$ cat src/rtl/sdft_pkg.sv
// Shared constants, types and elaboration-time table math for the sliding-window
// single-bin DFT magnitude block. No dependencies.
`default_nettype none

package sdft_pkg;

   localparam int SAMPLE_W = 16;
   localparam int PHASE_W  = 32;
   localparam int MAG_W    = 28;
   localparam int WLEN_W   = 13;
   localparam int Q_W      = 15;
   localparam int PROD_W   = 32;
   localparam int CH_W     = 16;
   localparam int SQ_SHIFT = 30;

   localparam logic [WLEN_W-1:0] WLEN_RESET = 13'd4096;
   localparam logic [63:0]       PI_Q61     = 64'h6487_ED51_10B4_611A;
   localparam logic [63:0]       MAG_MAX    = 64'h0FFF_FFFF;

   localparam logic CMD_PUSH = 1'b0;
   localparam logic CMD_EVAL = 1'b1;

   typedef struct packed {
      logic           neg;
      logic [Q_W-1:0] mag;
   } sdft_trig_type;

   // Q61 product, truncated to 64 bits
   function automatic logic [63:0] mul_q61(input logic [63:0] a, input logic [63:0] b);
      logic [127:0] p;
      p = {64'd0, a} * {64'd0, b};
      return p[124:61];
   endfunction

   // shift-subtract long division, elaboration only
   function automatic logic [63:0] udiv64(input logic [63:0] num, input logic [63:0] den);
      logic [63:0] q;
      logic [63:0] r;
      r = '0;
      q = '0;
      for (int i = 63; i >= 0; i--) begin
         r = {r[62:0], num[i]};
         if (r >= den) begin
            r    = r - den;
            q[i] = 1'b1;
         end
      end
      return q;
   endfunction

   // round(32768 * sin(2*pi*k / 2^bits)) for 0 < k < 2^bits / 4, Taylor series in Q61
   function automatic logic [Q_W-1:0] quarter_sine(input int unsigned k,
                                                   input int unsigned bits);
      logic [127:0] p;
      logic [63:0]  x;
      logic [63:0]  x2;
      logic [63:0]  term;
      logic [63:0]  sum;
      p    = {64'd0, PI_Q61} * {96'd0, 32'(k)};
      x    = 64'(p >> (bits - 1));
      x2   = mul_q61(x, x);
      term = x;
      sum  = x;
      for (int unsigned n = 1; n <= 14; n++) begin
         term = udiv64(mul_q61(term, x2), 64'((2 * n) * (2 * n + 1)));
         if (n[0]) begin
            sum = sum - term;
         end else begin
            sum = sum + term;
         end
      end
      sum = (sum + (64'd1 << 45)) >> 46;
      if (sum > 64'd32767) begin
         sum = 64'd32767;
      end
      return Q_W'(sum);
   endfunction

endpackage

`default_nettype wire

$ cat src/rtl/sdft_mag.sv
// Magnitude unit: squares both sums in 16-bit chunks, then a bit-serial integer
// square root of (re^2 + im^2) >> 30, capped. Depends on sdft_pkg.
`default_nettype none

module sdft_mag import sdft_pkg::*; #(
   parameter int WINDOW_MAX = 4096,
   localparam int ACC_W = 31 + $clog2(WINDOW_MAX)
) (
   input  logic                    clock,
   input  logic                    reset,
   input  logic                    start,
   input  logic signed [ACC_W-1:0] re,
   input  logic signed [ACC_W-1:0] im,
   output logic                    done,
   output logic [MAG_W-1:0]        magnitude
);

   localparam int ABS_W  = ACC_W - 1;
   localparam int NCH    = (ABS_W + CH_W - 1) / CH_W;
   localparam int CI_W   = $clog2(NCH);
   localparam int PR_W   = ABS_W + CH_W;
   localparam int SQ_W   = 2 * ABS_W + 1;
   localparam int VW     = SQ_W - SQ_SHIFT;
   localparam int ROOT_W = (VW + 1) / 2;
   localparam int IT_W   = $clog2(ROOT_W + 1);
   localparam logic [63:0]   CAP_FULL = 64'(WINDOW_MAX) << 15;
   localparam logic [VW-1:0] CAP      = VW'((CAP_FULL > MAG_MAX) ? MAG_MAX : CAP_FULL);
   localparam logic [VW-1:0] BIT_INIT = VW'(1) << (2 * (ROOT_W - 1));

   typedef enum logic [1:0] {M_IDLE, M_SQ, M_ROOT, M_FIN} mag_state_type;

   mag_state_type state_ff, state_in;
   logic              done_ff, done_in;
   logic              more_ff, more_in;
   logic              pv_ff, pv_in;
   logic              sel_ff, sel_in;
   logic [CI_W-1:0]   c_ff, c_in;
   logic [CI_W-1:0]   sh_ff, sh_in;
   logic [ABS_W-1:0]  are_ff, are_in;
   logic [ABS_W-1:0]  aim_ff, aim_in;
   logic [PR_W-1:0]   prod_ff, prod_in;
   logic [SQ_W-1:0]   sum_ff, sum_in;
   logic [VW-1:0]     v_ff, v_in;
   logic [VW-1:0]     res_ff, res_in;
   logic [VW-1:0]     rbit_ff, rbit_in;
   logic [IT_W-1:0]   it_ff, it_in;
   logic [MAG_W-1:0]  mag_ff, mag_in;

   logic [ABS_W-1:0]      op;
   logic [NCH*CH_W-1:0]   op_pad;
   logic [CH_W-1:0]       chunk;
   logic [VW-1:0]         trial;

   always_comb begin
      op     = sel_ff ? aim_ff : are_ff;
      op_pad = (NCH * CH_W)'(op);
      chunk  = op_pad[c_ff * CH_W +: CH_W];
      trial  = res_ff + rbit_ff;

      state_in = state_ff;
      done_in  = 1'b0;
      more_in  = more_ff;
      pv_in    = pv_ff;
      sel_in   = sel_ff;
      c_in     = c_ff;
      sh_in    = sh_ff;
      are_in   = are_ff;
      aim_in   = aim_ff;
      prod_in  = prod_ff;
      sum_in   = sum_ff;
      v_in     = v_ff;
      res_in   = res_ff;
      rbit_in  = rbit_ff;
      it_in    = it_ff;
      mag_in   = mag_ff;

      case (state_ff)
         M_IDLE: begin
            if (start) begin
               are_in   = ABS_W'(re[ACC_W-1] ? -re : re);
               aim_in   = ABS_W'(im[ACC_W-1] ? -im : im);
               sum_in   = '0;
               more_in  = 1'b1;
               pv_in    = 1'b0;
               sel_in   = 1'b0;
               c_in     = '0;
               state_in = M_SQ;
            end
         end
         M_SQ: begin
            pv_in = more_ff;
            if (more_ff) begin
               prod_in = PR_W'(op) * PR_W'(chunk);
               sh_in   = c_ff;
               if (c_ff == CI_W'(NCH - 1)) begin
                  c_in = '0;
                  if (sel_ff) begin
                     more_in = 1'b0;
                  end else begin
                     sel_in = 1'b1;
                  end
               end else begin
                  c_in = c_ff + 1'b1;
               end
            end
            if (pv_ff) begin
               sum_in = sum_ff + (SQ_W'(prod_ff) << (CH_W * sh_ff));
            end
            if (!more_ff && !pv_ff) begin
               v_in     = sum_ff[SQ_W-1:SQ_SHIFT];
               res_in   = '0;
               rbit_in  = BIT_INIT;
               it_in    = IT_W'(ROOT_W);
               state_in = M_ROOT;
            end
         end
         M_ROOT: begin
            if (v_ff >= trial) begin
               v_in   = v_ff - trial;
               res_in = (res_ff >> 1) + rbit_ff;
            end else begin
               res_in = res_ff >> 1;
            end
            rbit_in = rbit_ff >> 2;
            it_in   = it_ff - 1'b1;
            if (it_ff == IT_W'(1)) begin
               state_in = M_FIN;
            end
         end
         M_FIN: begin
            mag_in   = (res_ff > CAP) ? MAG_W'(CAP) : MAG_W'(res_ff);
            done_in  = 1'b1;
            state_in = M_IDLE;
         end
         default: begin
            state_in = M_IDLE;
         end
      endcase
   end

   always_ff @(posedge clock) begin
      if (reset) begin
         state_ff <= M_IDLE;
         done_ff  <= 1'b0;
         more_ff  <= 1'b0;
         pv_ff    <= 1'b0;
      end else begin
         state_ff <= state_in;
         done_ff  <= done_in;
         more_ff  <= more_in;
         pv_ff    <= pv_in;
         mag_ff   <= mag_in;
      end
   end

   always_ff @(posedge clock) begin
      sel_ff  <= sel_in;
      c_ff    <= c_in;
      sh_ff   <= sh_in;
      are_ff  <= are_in;
      aim_ff  <= aim_in;
      prod_ff <= prod_in;
      sum_ff  <= sum_in;
      v_ff    <= v_in;
      res_ff  <= res_in;
      rbit_ff <= rbit_in;
      it_ff   <= it_in;
   end

   assign done      = done_ff;
   assign magnitude = mag_ff;

endmodule

`default_nettype wire

$ cat config.mk
export PLATFORM = sky130hd
export DESIGN_NAME = sdft_mag
export DESIGN_NICKNAME = d
export VERILOG_FILES = /design/src/rtl/sdft_pkg.sv /design/src/rtl/sdft_mag.sv
export SDC_FILE = /design/constraint.sdc
export NUM_CORES = 2
export LEC_CHECK = 0
export BUFFER_PORTS_ARGS = -buffer_cell sky130_fd_sc_hd__buf_2
export CAP_MARGIN = 20
export CORE_ASPECT_RATIO = 0.8
export CORE_MARGIN = 2
export CORE_UTILIZATION = 60
export CTS_CLUSTER_SIZE = 10
export DETAILED_ROUTE_END_ITERATION = 8
export PLACE_DENSITY = 0.75
export SLEW_MARGIN = 10
export SYNTH_ARGS = -nofsm -noshare
export SYNTH_HDL_FRONTEND = slang
export SYNTH_SLANG_ARGS = --single-unit
$ cat constraint.sdc
create_clock -name clock -period 27.1 [get_ports clock]
set_clock_uncertainty 0.2 [all_clocks]
set_input_delay 2.71 -clock clock [delete_from_list [all_inputs] [get_ports clock]]
set_output_delay 2.71 -clock clock [all_outputs]
set_load 0.01 [all_outputs]
==> run metrics <==
status complete, no violations; Post-synth top flop edfxtp_1; first-pass GRT wire length 238500 um; die area 87890 um^2; flops & latches, synth 408; Crit. path cell count 26; die width 331.0 um; Synth Warn # 0; Rel. slew slack 0.2298; initial antenna violation count 1; Starting Density 0.6080; PortBufs 117; cts bufs inserted 50; Top delay family on crit path compound AO/OA/AOI/OAI gates; clk slew on worst S/H paths 0.05 ns; grt ovf 0; Final #Nets 6640; Placement Rows 95; CP Max Fanout 66; Vias/cell roughly 6.3; R2R Setup Slk 16.13 ns; Resize count post-CTS 0; cts hold-fix bufs 0; Worst R2R End prod_ff[47]; setup TNS 0 ns; RSZ-0062 raised after global routing no; Buf/Inv on CP 5; DP Cell Count 6719; max-cap violations 0; crit path time final 10.97 ns; worst hold path class reg -> reg; syn avg cell area 9.034 um^2; Final ANT Viol Nets 0; die height 265.6 um; Synth Cell Area 51310 um^2; fin. max-slew vios 0; Setup crit end prod_ff[47]; multi-input logic area 35950 um^2; DR top layer met4; max incr delay on CP 0.95 ns; hold slack 0.3030 ns; Yosys cell types 72; Post-Route WL 155500 um; Mapped Nets 6664; Post-synth EDFFs 403; via count approximately 43000; layout cell share with drive strength beyond 1 0.07629; Crit. Startpoint sel_ff; Final period util 0.4048; sequential area share after synthesis 0.2378; Wirelength per Cell approximately 23 um; H-tree depth 2; Area Overhead vs Synth 6.354%; number of global-route vias before repair 41920; Critical-path top delay cell edfxtp_1; most common cell after layout, fill and taps aside nand2_1; CP Capture Type flip-flop; post-synthesis cell count roughly 5700; GPL Wtd Cong 1.034; worst r2r path cells 26; clock root buffer clkbuf_16; most frequent cells in the layout nand2_1 (746), inv_1 (628), fa_1 (560), nor2_1 (536), edfxtp_1 (403); Total GRT Usage 0.3526; met2 wire len 70050 um; HPWL after DPL 122100 um; Remaining DRCs 0; worst slew pin tran between 1 and 1.5 ns; kind of critical path reg -> reg; FF/Latch Area 12200 um^2; # IOs 118; non-filler instance count after layout 6806; wire length on met1 approximately 60000 um; Initial DRT Pass Iterations 8; maximum clock insertion buffer count 3; FMAX 91.16 MHz; final hold violations 0; CP Launch Type flip-flop; DRT iter0 DRCs 4622; Crit path required time 27.26 ns; Clock Sinks ~410; R2R Path Start sel_ff; endpoints failing setup 0; worst skew pair latency 0.64 ns; area of the core 84390 um^2; postcts setup bufs 0; most used cell, CP fa_1; asr flop ratio synth 0; largest net degree at the start of global routing 77; met3 WL post-DR ~17000 um; TritonCTS clock tree yes; # fillers 6958; CP Data Arrival Time approximately 11 ns
worst reg2reg max path, delay by kind of cell, from the launching register on:
family	cells	cell delay (ns)
adder cells (fa/ha/maj)	7	3.40
AO/OA/AOI/OAI	8	3.45
buffers and inverters	5	1.42
flip-flops	1	0.95
AND/OR/NAND/NOR	4	0.60
XOR/XNOR	1	0.13
multiplexers	1	0.56
worst min-delay path by stage:
stage,startpoint,end,slack (ns),depth (start not counted)
2_1_floorplan,c_ff[0],sh_ff[0],0.22,0
3_3_place_gp,more_ff,more_ff,0.29,2
3_5_place_dp,more_ff,more_ff,0.30,2
4_1_cts,more_ff,more_ff,0.30,2
5_1_grt,more_ff,more_ff,0.32,2
6_report,more_ff,more_ff,0.30,2
logic make-up (layout without fill, tap and decap cells):
| group | count (synthesis) | count (layout) | share of synthesized area |
|---|---|---|---|
| muxes | 204 | 204 | 0.04226 |
| AOI/OAI and AO/OA | 1125 | 1125 | 0.1384 |
| buffers and inverters | 895 | 904 | 0.06547 |
| other | 0 | 2 | 0 |
| and+or+nand+nor | 1822 | 1822 | 0.1594 |
| DFF | 408 | 408 | 0.2378 |
| xor gates and xnor gates | 331 | 331 | 0.05650 |
| adders and majority gates | 895 | 895 | 0.3002 |
layout make-up:
cell class	instances	share of cell area
multi-input cells	4377	0.6587
flip-flops and latches	408	0.2236
inverters	631	0.04340
clock buffers	75	0.02559
well taps	1115	0.02556
repair buffers	188	0.02050
clock inverters	10	0.002637
diodes	2	0.00009171
flip-flops by register name (all words and copies together) (netlist names), 5 cells and up:
register / count
magnitude: 28
it_ff: 5
prod_ff: 58
aim_ff: 42
are_ff: 42
sum_ff: 85
v_ff: 55
rbit_ff: 28
res_ff: 55
cells in the mapped netlist, types with 66 or more instances:
cell type  count  area, um^2
ha_1         335        4192
and2_1        80       500.5
inv_1        629        2361
fa_1         560       11210
o21ai_0      236        1181
xor2_1       126        1104
xnor2_1      205        1795
mux2_2       100        1126
a31oi_1       66       412.9
mux2i_1      103        1031
nor2_1       537        2016
clkbuf_1     251       942.2
a21o_1       126       945.9
nand4_1       81       506.7
nand2_1      746        2800
edfxtp_1     403       12100
a21oi_1      333        1667
layer usage:
metal	vias to the layer above	GRT usage
met5	-	0
met4	0	0.1639
met3	506	0.07659
met2	2420	0.5467
met1	20790	0.4736
li1	19240	-
metrics by stage:
stage / setup WS (ns) / area [um^2] / utilization
floorplan: 14.82 / 51310 / -
global placement: 16.65 / 53010 / 0.6282
detailed placement: 16.44 / 53030 / 0.6284
CTS: 16.41 / 54570 / 0.6466
global route: 15.80 / 54570 / 0.6466
finish: 16.13 / 54570 / 0.6467
Power is not shown: default switching activity piles up to over one toggle a cycle in this logic, so the estimate is an artifact.
